==> config.mk <==
export PLATFORM = sky130hd
export DESIGN_NAME = text_tokenizer
export DESIGN_NICKNAME = d
export VERILOG_FILES = /design/src/rtl/core/ttok_pkg.sv /design/src/rtl/core/text_tokenizer.sv
export VERILOG_INCLUDE_DIRS = /design/src /design/src/rtl/core
export SDC_FILE = /design/constraint.sdc
export NUM_CORES = 1
export LEC_CHECK = 0
export ABC_AREA = 0
export BUFFER_PORTS_ARGS = -buffer_cell sky130_fd_sc_hd__clkbuf_2
export CORE_MARGIN = 10
export CORE_UTILIZATION = 65
export DETAILED_ROUTE_END_ITERATION = 16
export PLACE_DENSITY = 0.84
export SLEW_MARGIN = 20
export SYNTH_ARGS = -nofsm -noshare
export SYNTH_HDL_FRONTEND = slang
export SYNTH_SLANG_ARGS = --single-unit
==> constraint.sdc <==
create_clock -name clock -period 13.6 [get_ports clock]
set_input_delay 2.72 -clock clock [delete_from_list [all_inputs] [get_ports clock]]
set_output_delay 2.72 -clock clock [all_outputs]
set_load 0.01 [all_outputs]
==> src/rtl/core/text_tokenizer_macros.svh <==
// Assertion macros for the text tokenizer.
// Included by the files that carry concurrent assertions; needs no package.
`ifndef TEXT_TOKENIZER_MACROS_SVH
`define TEXT_TOKENIZER_MACROS_SVH

// Consequent must hold in the same cycle as the antecedent.
`define TTOK_ASSERT_NOW(label, clk, rst, ante, cons, msg) \
   label: assert property (@(posedge clk) disable iff (rst) (ante) |-> (cons)) \
      else $error(msg);

// Consequent must hold in the cycle after the antecedent.
`define TTOK_ASSERT_NEXT(label, clk, rst, ante, cons, msg) \
   label: assert property (@(posedge clk) disable iff (rst) (ante) |=> (cons)) \
      else $error(msg);

`endif

==> src/rtl/core/ttok_pkg.sv <==
// Shared types, codes and character constants of the text tokenizer.
// Used by text_tokenizer and its testbench; depends on nothing else.
package ttok_pkg;

   localparam int LINE_BITS = 20;
   localparam int COL_BITS  = 16;

   // Result kinds.
   localparam logic [1:0] K_CHAR  = 2'd0;
   localparam logic [1:0] K_DONE  = 2'd1;
   localparam logic [1:0] K_ERROR = 2'd2;

   // Token types.
   localparam logic [2:0] T_NUM   = 3'd0;
   localparam logic [2:0] T_IDENT = 3'd1;
   localparam logic [2:0] T_STR   = 3'd2;
   localparam logic [2:0] T_OP    = 3'd3;
   localparam logic [2:0] T_NL    = 3'd4;

   // Error codes.
   localparam logic [1:0] E_BAD_NUMBER   = 2'd0;
   localparam logic [1:0] E_BAD_ESCAPE   = 2'd1;
   localparam logic [1:0] E_OPEN_STRING  = 2'd2;

   // Scanner modes.
   localparam logic [2:0] M_IDLE     = 3'd0;
   localparam logic [2:0] M_SLASH    = 3'd1;
   localparam logic [2:0] M_LCOMMENT = 3'd2;
   localparam logic [2:0] M_BCOMMENT = 3'd3;
   localparam logic [2:0] M_STRING   = 3'd4;
   localparam logic [2:0] M_ESCAPE   = 3'd5;
   localparam logic [2:0] M_NUMBER   = 3'd6;
   localparam logic [2:0] M_IDENT    = 3'd7;

   // Characters.
   localparam logic [7:0] CH_TAB    = 8'h09;
   localparam logic [7:0] CH_LF     = 8'h0A;
   localparam logic [7:0] CH_FF     = 8'h0C;
   localparam logic [7:0] CH_CR     = 8'h0D;
   localparam logic [7:0] CH_BS     = 8'h08;
   localparam logic [7:0] CH_SPACE  = 8'h20;
   localparam logic [7:0] CH_QUOTE  = 8'h22;
   localparam logic [7:0] CH_HASH   = 8'h23;
   localparam logic [7:0] CH_STAR   = 8'h2A;
   localparam logic [7:0] CH_PLUS   = 8'h2B;
   localparam logic [7:0] CH_MINUS  = 8'h2D;
   localparam logic [7:0] CH_DOT    = 8'h2E;
   localparam logic [7:0] CH_SLASH  = 8'h2F;
   localparam logic [7:0] CH_0      = 8'h30;
   localparam logic [7:0] CH_9      = 8'h39;
   localparam logic [7:0] CH_UP_A   = 8'h41;
   localparam logic [7:0] CH_UP_E   = 8'h45;
   localparam logic [7:0] CH_UP_Z   = 8'h5A;
   localparam logic [7:0] CH_BSLASH = 8'h5C;
   localparam logic [7:0] CH_UNDER  = 8'h5F;
   localparam logic [7:0] CH_LO_A   = 8'h61;
   localparam logic [7:0] CH_LO_B   = 8'h62;
   localparam logic [7:0] CH_LO_E   = 8'h65;
   localparam logic [7:0] CH_LO_F   = 8'h66;
   localparam logic [7:0] CH_LO_N   = 8'h6E;
   localparam logic [7:0] CH_LO_R   = 8'h72;
   localparam logic [7:0] CH_LO_T   = 8'h74;
   localparam logic [7:0] CH_LO_Z   = 8'h7A;

   typedef struct packed {
      logic [7:0] ch;
      logic       end_of_input;
   } req_payload_type;

   typedef struct packed {
      logic [1:0]           kind;
      logic [2:0]           token_type;
      logic [7:0]           text_byte;
      logic [1:0]           error_code;
      logic [LINE_BITS-1:0] line_no;
      logic [COL_BITS-1:0]  col_no;
      logic                 last_of_run;
   } rsp_payload_type;

   function automatic logic is_digit(input logic [7:0] c);
      return c inside {[CH_0:CH_9]};
   endfunction

   function automatic logic is_alpha(input logic [7:0] c);
      return c inside {[CH_LO_A:CH_LO_Z], [CH_UP_A:CH_UP_Z]};
   endfunction

   // Result without position; the position is filled in when results are queued.
   function automatic rsp_payload_type make_rsp(input logic [1:0] kind,
                                                input logic [2:0] ttype,
                                                input logic [7:0] tbyte,
                                                input logic [1:0] err);
      rsp_payload_type r;
      r             = '0;
      r.kind        = kind;
      r.token_type  = ttype;
      r.text_byte   = tbyte;
      r.error_code  = err;
      return r;
   endfunction

endpackage

==> src/rtl/core/text_tokenizer.sv <==
// Streaming lexer for a JSON-like text format: one byte per request in,
// token events out. Depends on ttok_pkg and text_tokenizer_macros.svh.

// The tokenizer takes one source byte (or an end-of-input marker) per request and
// answers with zero to four results: token characters, token-done marks and errors,
// each stamped with the line and column after that byte. All scanning is done
// combinationally from the registered scanner state, and the results of a request are
// loaded into a four-entry result buffer that feeds the response port one result per
// cycle while rsp_ready is high. A new request is taken while the previous result is
// being handed out, and requests are held off until the buffer is down to its last
// result. After an error the block accepts and drops every request until reset.
`include "text_tokenizer_macros.svh"

module text_tokenizer
   import ttok_pkg::*;
(
   input  logic            clock,
   input  logic            reset,
   input  logic            req_valid,
   output logic            req_ready,
   input  req_payload_type req_data,
   output logic            rsp_valid,
   input  logic            rsp_ready,
   output rsp_payload_type rsp_data
);

   logic [2:0]           mode_ff, mode_in;
   logic                 seen_dot_ff, seen_dot_in;
   logic                 seen_exp_ff, seen_exp_in;
   logic                 sign_ok_ff, sign_ok_in;
   logic                 star_seen_ff, star_seen_in;
   logic [LINE_BITS-1:0] line_ff, line_in;
   logic [COL_BITS-1:0]  col_ff, col_in;
   logic                 halted_ff, halted_in;

   rsp_payload_type      rbuf_ff [4];
   rsp_payload_type      rbuf_in [4];
   logic [2:0]           left_ff;
   logic [2:0]           res_n;

   logic                 accept;
   logic                 pop;
   logic [7:0]           c;

   // Results from the current mode, then from starting a new token.
   rsp_payload_type      pre [2];
   logic [1:0]           pre_n;
   logic                 use_start;
   rsp_payload_type      st [2];
   logic [1:0]           st_n;
   logic [2:0]           st_mode;
   logic                 st_num_clear;
   logic                 esc_ok;
   logic [7:0]           esc_byte;

   assign c         = req_data.ch;
   assign accept    = req_valid && req_ready;
   assign pop       = rsp_valid && rsp_ready;
   assign rsp_valid = (left_ff != 3'd0);
   assign rsp_data  = rbuf_ff[0];
   assign req_ready = (left_ff == 3'd0) || ((left_ff == 3'd1) && rsp_ready);

   // What a byte does when it arrives between tokens.
   always_comb begin
      st_mode      = M_IDLE;
      st_n         = 2'd0;
      st_num_clear = 1'b0;
      st[0]        = '0;
      st[1]        = '0;
      if (c inside {CH_SPACE, CH_TAB, CH_CR}) begin
         st_mode = M_IDLE;
      end else if (c == CH_HASH) begin
         st_mode = M_LCOMMENT;
      end else if (c == CH_LF) begin
         st[0] = make_rsp(K_CHAR, T_NL, CH_LF, 2'd0);
         st[1] = make_rsp(K_DONE, T_NL, 8'd0, 2'd0);
         st_n  = 2'd2;
      end else if (c == CH_SLASH) begin
         st_mode = M_SLASH;
      end else if (c == CH_QUOTE) begin
         st_mode = M_STRING;
      end else if (is_digit(c)) begin
         st_num_clear = 1'b1;
         st[0]        = make_rsp(K_CHAR, T_NUM, c, 2'd0);
         st_n         = 2'd1;
         st_mode      = M_NUMBER;
      end else if ((c == CH_UNDER) || is_alpha(c)) begin
         st[0]   = make_rsp(K_CHAR, T_IDENT, c, 2'd0);
         st_n    = 2'd1;
         st_mode = M_IDENT;
      end else begin
         st[0] = make_rsp(K_CHAR, T_OP, c, 2'd0);
         st[1] = make_rsp(K_DONE, T_OP, 8'd0, 2'd0);
         st_n  = 2'd2;
      end
   end

   // Escape letter translation.
   always_comb begin
      esc_ok   = 1'b1;
      esc_byte = c;
      case (c)
         CH_BSLASH, CH_SLASH, CH_QUOTE: esc_byte = c;
         CH_LO_B: esc_byte = CH_BS;
         CH_LO_F: esc_byte = CH_FF;
         CH_LO_N: esc_byte = CH_LF;
         CH_LO_R: esc_byte = CH_CR;
         CH_LO_T: esc_byte = CH_TAB;
         default: esc_ok = 1'b0;
      endcase
   end

   // Scanner: next state and the results of one request.
   always_comb begin
      mode_in      = mode_ff;
      seen_dot_in  = seen_dot_ff;
      seen_exp_in  = seen_exp_ff;
      sign_ok_in   = sign_ok_ff;
      star_seen_in = star_seen_ff;
      line_in      = line_ff;
      col_in       = col_ff;
      halted_in    = halted_ff;
      pre[0]       = '0;
      pre[1]       = '0;
      pre_n        = 2'd0;
      use_start    = 1'b0;

      if (req_data.end_of_input) begin
         case (mode_ff)
            M_NUMBER: begin
               pre[0] = make_rsp(K_DONE, T_NUM, 8'd0, 2'd0);
               pre_n  = 2'd1;
            end
            M_IDENT: begin
               pre[0] = make_rsp(K_DONE, T_IDENT, 8'd0, 2'd0);
               pre_n  = 2'd1;
            end
            M_SLASH: begin
               pre[0] = make_rsp(K_CHAR, T_OP, CH_SLASH, 2'd0);
               pre[1] = make_rsp(K_DONE, T_OP, 8'd0, 2'd0);
               pre_n  = 2'd2;
            end
            M_STRING, M_ESCAPE: begin
               pre[0]    = make_rsp(K_ERROR, T_STR, 8'd0, E_OPEN_STRING);
               pre_n     = 2'd1;
               halted_in = 1'b1;
            end
            default: pre_n = 2'd0;
         endcase
         mode_in      = M_IDLE;
         seen_dot_in  = 1'b0;
         seen_exp_in  = 1'b0;
         sign_ok_in   = 1'b0;
         star_seen_in = 1'b0;
      end else begin
         if (c == CH_LF) begin
            if (!(&line_ff)) begin
               line_in = line_ff + 1'b1;
            end
            col_in = '0;
         end else if (!(&col_ff)) begin
            col_in = col_ff + 1'b1;
         end

         case (mode_ff)
            M_SLASH: begin
               if (c == CH_SLASH) begin
                  mode_in = M_LCOMMENT;
               end else if (c == CH_STAR) begin
                  mode_in      = M_BCOMMENT;
                  star_seen_in = 1'b0;
               end else begin
                  pre[0]    = make_rsp(K_CHAR, T_OP, CH_SLASH, 2'd0);
                  pre[1]    = make_rsp(K_DONE, T_OP, 8'd0, 2'd0);
                  pre_n     = 2'd2;
                  use_start = 1'b1;
               end
            end
            M_LCOMMENT: begin
               if (c == CH_LF) begin
                  mode_in = M_IDLE;
               end
            end
            M_BCOMMENT: begin
               if (star_seen_ff && (c == CH_SLASH)) begin
                  mode_in      = M_IDLE;
                  star_seen_in = 1'b0;
               end else begin
                  star_seen_in = (c == CH_STAR);
               end
            end
            M_STRING: begin
               if (c == CH_BSLASH) begin
                  mode_in = M_ESCAPE;
               end else if (c == CH_QUOTE) begin
                  pre[0]  = make_rsp(K_DONE, T_STR, 8'd0, 2'd0);
                  pre_n   = 2'd1;
                  mode_in = M_IDLE;
               end else begin
                  pre[0] = make_rsp(K_CHAR, T_STR, c, 2'd0);
                  pre_n  = 2'd1;
               end
            end
            M_ESCAPE: begin
               mode_in = M_STRING;
               pre_n   = 2'd1;
               if (esc_ok) begin
                  pre[0] = make_rsp(K_CHAR, T_STR, esc_byte, 2'd0);
               end else begin
                  pre[0]    = make_rsp(K_ERROR, T_STR, 8'd0, E_BAD_ESCAPE);
                  halted_in = 1'b1;
               end
            end
            M_NUMBER: begin
               sign_ok_in = 1'b0;
               pre_n      = 2'd1;
               if (sign_ok_ff && ((c == CH_PLUS) || (c == CH_MINUS))) begin
                  pre[0] = make_rsp(K_CHAR, T_NUM, c, 2'd0);
               end else if (c == CH_DOT) begin
                  if (seen_dot_ff || seen_exp_ff) begin
                     pre[0]    = make_rsp(K_ERROR, T_NUM, 8'd0, E_BAD_NUMBER);
                     halted_in = 1'b1;
                  end else begin
                     seen_dot_in = 1'b1;
                     pre[0]      = make_rsp(K_CHAR, T_NUM, c, 2'd0);
                  end
               end else if ((c == CH_LO_E) || (c == CH_UP_E)) begin
                  if (seen_exp_ff) begin
                     pre[0]    = make_rsp(K_ERROR, T_NUM, 8'd0, E_BAD_NUMBER);
                     halted_in = 1'b1;
                  end else begin
                     seen_exp_in = 1'b1;
                     sign_ok_in  = 1'b1;
                     pre[0]      = make_rsp(K_CHAR, T_NUM, c, 2'd0);
                  end
               end else if (is_digit(c)) begin
                  pre[0] = make_rsp(K_CHAR, T_NUM, c, 2'd0);
               end else begin
                  pre[0]    = make_rsp(K_DONE, T_NUM, 8'd0, 2'd0);
                  use_start = 1'b1;
               end
            end
            M_IDENT: begin
               pre_n = 2'd1;
               if ((c == CH_UNDER) || is_alpha(c) || is_digit(c)) begin
                  pre[0] = make_rsp(K_CHAR, T_IDENT, c, 2'd0);
               end else begin
                  pre[0]    = make_rsp(K_DONE, T_IDENT, 8'd0, 2'd0);
                  use_start = 1'b1;
               end
            end
            default: use_start = 1'b1;
         endcase

         if (use_start) begin
            mode_in = st_mode;
            if (st_num_clear) begin
               seen_dot_in = 1'b0;
               seen_exp_in = 1'b0;
               sign_ok_in  = 1'b0;
            end
         end
      end
   end

   // Pack the results into buffer order and stamp position and run end.
   always_comb begin
      res_n = 3'd0;
      for (int i = 0; i < 4; i++) begin
         rbuf_in[i] = '0;
      end
      for (int i = 0; i < 2; i++) begin
         if (2'(i) < pre_n) begin
            rbuf_in[res_n[1:0]] = pre[i];
            res_n               = res_n + 3'd1;
         end
      end
      if (use_start) begin
         for (int i = 0; i < 2; i++) begin
            if (2'(i) < st_n) begin
               rbuf_in[res_n[1:0]] = st[i];
               res_n               = res_n + 3'd1;
            end
         end
      end
      for (int i = 0; i < 4; i++) begin
         rbuf_in[i].line_no     = line_in;
         rbuf_in[i].col_no      = col_in;
         rbuf_in[i].last_of_run = ((3'(i) + 3'd1) == res_n);
      end
   end

   always_ff @(posedge clock) begin
      if (reset) begin
         mode_ff      <= M_IDLE;
         seen_dot_ff  <= 1'b0;
         seen_exp_ff  <= 1'b0;
         sign_ok_ff   <= 1'b0;
         star_seen_ff <= 1'b0;
         line_ff      <= {{(LINE_BITS-1){1'b0}}, 1'b1};
         col_ff       <= '0;
         halted_ff    <= 1'b0;
      end else if (accept && !halted_ff) begin
         mode_ff      <= mode_in;
         seen_dot_ff  <= seen_dot_in;
         seen_exp_ff  <= seen_exp_in;
         sign_ok_ff   <= sign_ok_in;
         star_seen_ff <= star_seen_in;
         line_ff      <= line_in;
         col_ff       <= col_in;
         halted_ff    <= halted_in;
      end
   end

   // A request is taken only when the buffer is empty or hands out its last result.
   always_ff @(posedge clock) begin
      if (reset) begin
         left_ff <= 3'd0;
      end else if (accept) begin
         left_ff <= halted_ff ? 3'd0 : res_n;
      end else if (pop) begin
         left_ff <= left_ff - 3'd1;
      end
   end

   always_ff @(posedge clock) begin
      if (accept) begin
         for (int i = 0; i < 4; i++) begin
            rbuf_ff[i] <= rbuf_in[i];
         end
      end else if (pop) begin
         for (int i = 0; i < 3; i++) begin
            rbuf_ff[i] <= rbuf_ff[i+1];
         end
      end
   end

   `TTOK_ASSERT_NOW(a_no_overrun, clock, reset, accept,
      (left_ff == 3'd0) || ((left_ff == 3'd1) && rsp_ready),
      "request taken while earlier results are still queued")

   `TTOK_ASSERT_NEXT(a_halt_sticks, clock, reset, halted_ff, halted_ff,
      "tokenizer left the error stop without reset")

   `TTOK_ASSERT_NOW(a_error_last, clock, reset,
      rsp_valid && (rsp_data.kind == K_ERROR), rsp_data.last_of_run,
      "error result is not the last of its run")

   `TTOK_ASSERT_NEXT(a_line_monotonic, clock, reset, 1'b1, line_ff >= $past(line_ff),
      "line number went backward")

endmodule

Word level (Yosys, flattened, before mapping)
Memories as Yosys holds them, arrays and structs flattened. Cells that the tools add are included.

Add/subtract/negate cells: 6. Order comparisons: 16. Equality and inequality tests: 44. Multiplexer cells: 147. Bitwise operators: 6. Reductions and logical operators: 37.

Operators with widths (number): 2-to-1 mux 208 bit (5); 2-to-1 mux 52 bit (15); bitwise mux 208 bit (3); 2-to-1 mux 104 bit (6); 2-to-1 mux 51 bit (7); demux 52 bit (select 2 bit) (3); one-hot mux 52 bit (5 select lines) (1); one-hot mux 52 bit (4 select lines) (1); 2-to-1 mux 101 bit (2); equality test 8 x 7 -> 1 bit (second input constant) (9); 2-to-1 mux 3 bit (23); equality test 8 x 6 -> 1 bit (second input constant) (8); 2-to-1 mux 20 bit (3); 2-to-1 mux 1 bit (57); 2-to-1 mux 49 bit (1); 2-to-1 mux 16 bit (3); one-hot mux 8 bit (5 select lines) (1); equality test 8 x 4 -> 1 bit (second input constant) (3); adder 20 x 1 -> 20 bit (second input constant) (1); 2-to-1 mux 2 bit (10); != test 4 bit (second input constant) (5); AND reduction 20 bit (1); adder 16 x 1 -> 16 bit (second input constant) (1); greater-or-equal comparator 8 x 7 -> 1 bit (second input constant) (2); 39 further kinds (85).

Bits in registers: 47. Bits in writable memories: 208. Bits of input ports: 13. Output and inout bits: 54. Logic and storage cells: 266. Memories kept: 1.

Memory list: rbuf_ff (words 4, bits a word 52, rd ports 4, clocked after memory_dff 0, wr ports 4, RTL line text_tokenizer.sv:36) `rsp_payload_type rbuf_ff [4];`.

Depth between registers and ports, before layout
Depth after elaboration: 23. Mapped depth: 13. Depth with buffers taken out: 11.

Least setup slack after synthesis
Ideal clock, no wire load.

Path type: in2reg. Start point: input req_valid. End point: memory rbuf_ff[0][10] in the netlist's numbering, data pin. Setup time: 0.254 ns. Arrival time: 6.885 ns. Required time: 13.346 ns. Setup slack: 6.461 ns. Stages on the path: 7. Buffers on the path: 1. Cells stage by stage: mux2i_1 inv_1 nand2_1 clkbuf_1 nand2_1 nor2_1 a21o_1.

RTL lines: start, declared (RTL line text_tokenizer.sv:19) `input logic req_valid,`; end, declared (RTL line text_tokenizer.sv:36).

Final worst setup path
Start point: input rsp_ready. End point: output req_ready.

Word-level cells in the longest chain between the ends: 2.

Ends and longest elaborated chain: start, declared (RTL line text_tokenizer.sv:23) `input logic rsp_ready,`; logical AND 1 bit (RTL line text_tokenizer.sv:61) `assign req_ready = (left_ff == 3'd0) || ((left_ff == 3'd1) && rsp_ready);`; logical OR 1 bit (RTL line text_tokenizer.sv:61); end, declared (RTL line text_tokenizer.sv:20) `output logic req_ready,`.

Every way passes these cells.

==> flow_metrics.py <==
metrics = {
    "placement": {
        "hpwl_um": 17750,
        "place_area_um2": 12530,
        "port_buffers": 66,
        "dpl_worst_slack_ps": 7509,
        "gp_congestion": 0.9546,
    },
    "routing": {
        "avgViaCountPerCell": 6.396,
        "firstDrtPassIters": 7,
        "wl_um": 26850,
        "wl_per_cell_um": 19.18,
        "drtAntennaViolNets": 0,
        "route.detailed.drc": 0,
        "vias": 8954,
        "drt-initial-drc-count": 977,
    },
    "logic_synthesis": {
        "netlist_area_um2": 12090,
        "ys.warnings.count": 0,
        "synthTopCellsByArea": "edfxtp_1 49%, dfxtp_1 7.8%, nand2_1 4.1%",
        "postSynthCellCount": 1105,
        "async_flop_share_pct": 0,
        "synth_area_per_cell_um2": 10.94,
        "ys_seq_elements": 246,
        "synth_top_area_cell": "edfxtp_1",
        "synth_ff_type": "edfxtp_1",
        "synth_edf_count": 199,
        "synth_top_area_share_pct": 49.44,
        "ys_types": 89,
        "ys_seq_area_share_pct": 57.23,
    },
    "clock_network": {
        "cts-root-buf": "clkbuf_16",
        "clk_latency_ps": 520,
        "cts_resized": 0,
        "hold_buffers": 0,
        "cts_tree": "built",
        "htree_levels": 1,
        "clock-sinks": 246,
        "clkTransAtPathRegs_ps": 60,
        "cts_made_buffers": 25,
        "post_cts_buffers": 0,
        "clockBufferDepth": 3,
    },
    "cells_and_area": {
        "finish.instance_area_um2": 13330,
        "drive_gt1_share_pct": 12.31,
        "fin_nets": 1173,
        "final_common_cell": "edfxtp_1",
        "area_growth_pct": 10.30,
        "mostFrequentLayoutCells": "199 x edfxtp_1, 131 x nand2_1, 114 x nor2_1",
    },
    "timing": {
        "fin_skew_ps": 19.38,
        "worstMarginPinSlew_ps": 1119,
        "fin_ws_ps": 7592,
        "fmax_mhz": 166.4,
        "rsz0062_at_grt": "no",
        "relSlewSlack_pct": 25.41,
        "setup_violations": 0,
        "fin_crit_sh_pct": 44.18,
        "finalSetupTns_ps": 0,
        "min_period_ps": 6008,
        "drv_slew": 0,
        "finalHoldViolCount": 0,
    },
    "grt": {
        "grt_pass1_vias": 8650,
        "grt_antenna_before_repair": 1,
        "grt_pass1_wl_um": 43570,
        "grt_max_degree": 108,
        "overflow": 0,
        "grt_use_total_pct": 21.48,
    },
    "setup_path": {
        "crit_fanout": 3,
        "cp_slowest_stage_delay_ps": 180,
        "start_kind": "primary input",
        "crit_chain": "clkbuf_2, a21o_1, and2_1, clkbuf_2",
        "crit_type": "in -> out",
        "worstSetupEndpointType": "output pin",
        "slowest_stage": "a21o_1",
        "worst_path_most_repeated_cell": "clkbuf_2",
        "cp.required_ps": 10880,
        "crit_arrival_ps": 3290,
    },
    "power_and_ir_drop": {
        "leakagePower_nw": 5.119,
        "power_density_nw_per_um2": 203.4,
        "peakVddDrop_mv": 0.1589,
    },
    "hold_path": {
        "hp-class": "reg -> reg",
    },
    "flow_run": {
        "maxCapViolations": 0,
    },
    "floorplanning": {
        "io_pins": 67,
        "die_area_um2": 24450,
        "coreArea_um2": 18150,
        "fp.dieH_um": 156.4,
        "die_w_um": 156.4,
        "num_rows": 49,
        "initial_core_util_pct": 66.60,
    },
    "status": {
        "status": "finished, final reports clean",
    },
}
==> routing by layer <==
| layer | share of wire [%] | GRT usage, % |
|---|---|---|
| met3 | 6.9 | 3.783 |
| met2 | 49 | 35.59 |
| met1 | 42 | 28.51 |
| met4 | 1.9 | 6.157 |
| met5 | 0 | 0 |
==> final timing paths <==
path / slack (ps) / cells after the start / start / endpoint
worst max-delay path: 7590 / 4 / rsp_ready / req_ready
worst min-delay path: 480 / 2 / sign_ok_ff$_SDFFE_PP0P_ / sign_ok_ff$_SDFFE_PP0P_
worst max register to register: 9490 / 10 / left_ff[0]$_SDFFE_PP0P_ / rbuf_ff[0][12]$_DFFE_PP_
worst min register to register: 480 / 2 / sign_ok_ff$_SDFFE_PP0P_ / sign_ok_ff$_SDFFE_PP0P_
==> logic make-up (layout without fill, tap and decap cells) <==
family,count (synthesis),count (layout),share of synthesized area [%]
DFF,246,246,57.23
adders and majority gates,9,9,0.9317
muxes,4,4,0.3313
other,1,9,0.03103
and+or+nand+nor,419,419,17.73
AOI/OAI and AO/OA,295,295,17.62
buffers and inverters,89,147,3.085
xor gates and xnor gates,42,42,3.044
==> report_power, final <==
part | switching [mW] | internal, mW
Sequential | 0.0881 | 1.22
Clock | 0.275 | 0.375
Combinational | 0.503 | 0.248
Total | 0.866 | 1.85
==> layout make-up <==
type,count,area (µm²)
clock buffers,33,685.7
flip-flops and latches,246,6917
clock inverters,13,97.59
inverters,27,106.4
multi-input cells,777,4833
diodes,1,2.502
repair buffers,74,402.9
fillers,1231,4816
well taps,229,286.5
==> critical path: cells and delay by family <==
family,cells,cell delay [ps]
buffers and inverters,2,230
AO/OA/AOI/OAI,1,180
AND/OR/NAND/NOR,1,150
==> stage by stage <==
step	utilization [%]	power (mW)	std cells	hold slack [ps]
CTS	73.34	2.724	1398	484.4
global route	73.46	2.859	1400	515.0
floorplan	-	1.835	1112	444.5
finish	73.46	2.711	1400	484.6
detailed placement	69.02	2.073	1352	460.2
global placement	69.02	2.033	1352	453.7
==> flip-flops by register name, indices dropped and copies added, names as in the netlist <==
name	count
line_ff	20
rbuf_ff	199
halted_ff	1
sign_ok_ff	1
seen_dot_ff	1
seen_exp_ff	1
star_seen_ff	1
col_ff	16
mode_ff	3
left_ff	3
==> synth_stat cells (20+ instances only) <==
library cell / count
edfxtp_1: 199
nand2_1: 132
nor2_1: 115
o21a_1: 55
dfxtp_1: 47
a21oi_1: 44
clkbuf_1: 43
o21ai_0: 42
a21o_1: 37
nand3_1: 28
xnor2_1: 28
inv_1: 26
nand2b_1: 20
Note: power is estimated with default switching activity, not from simulation.
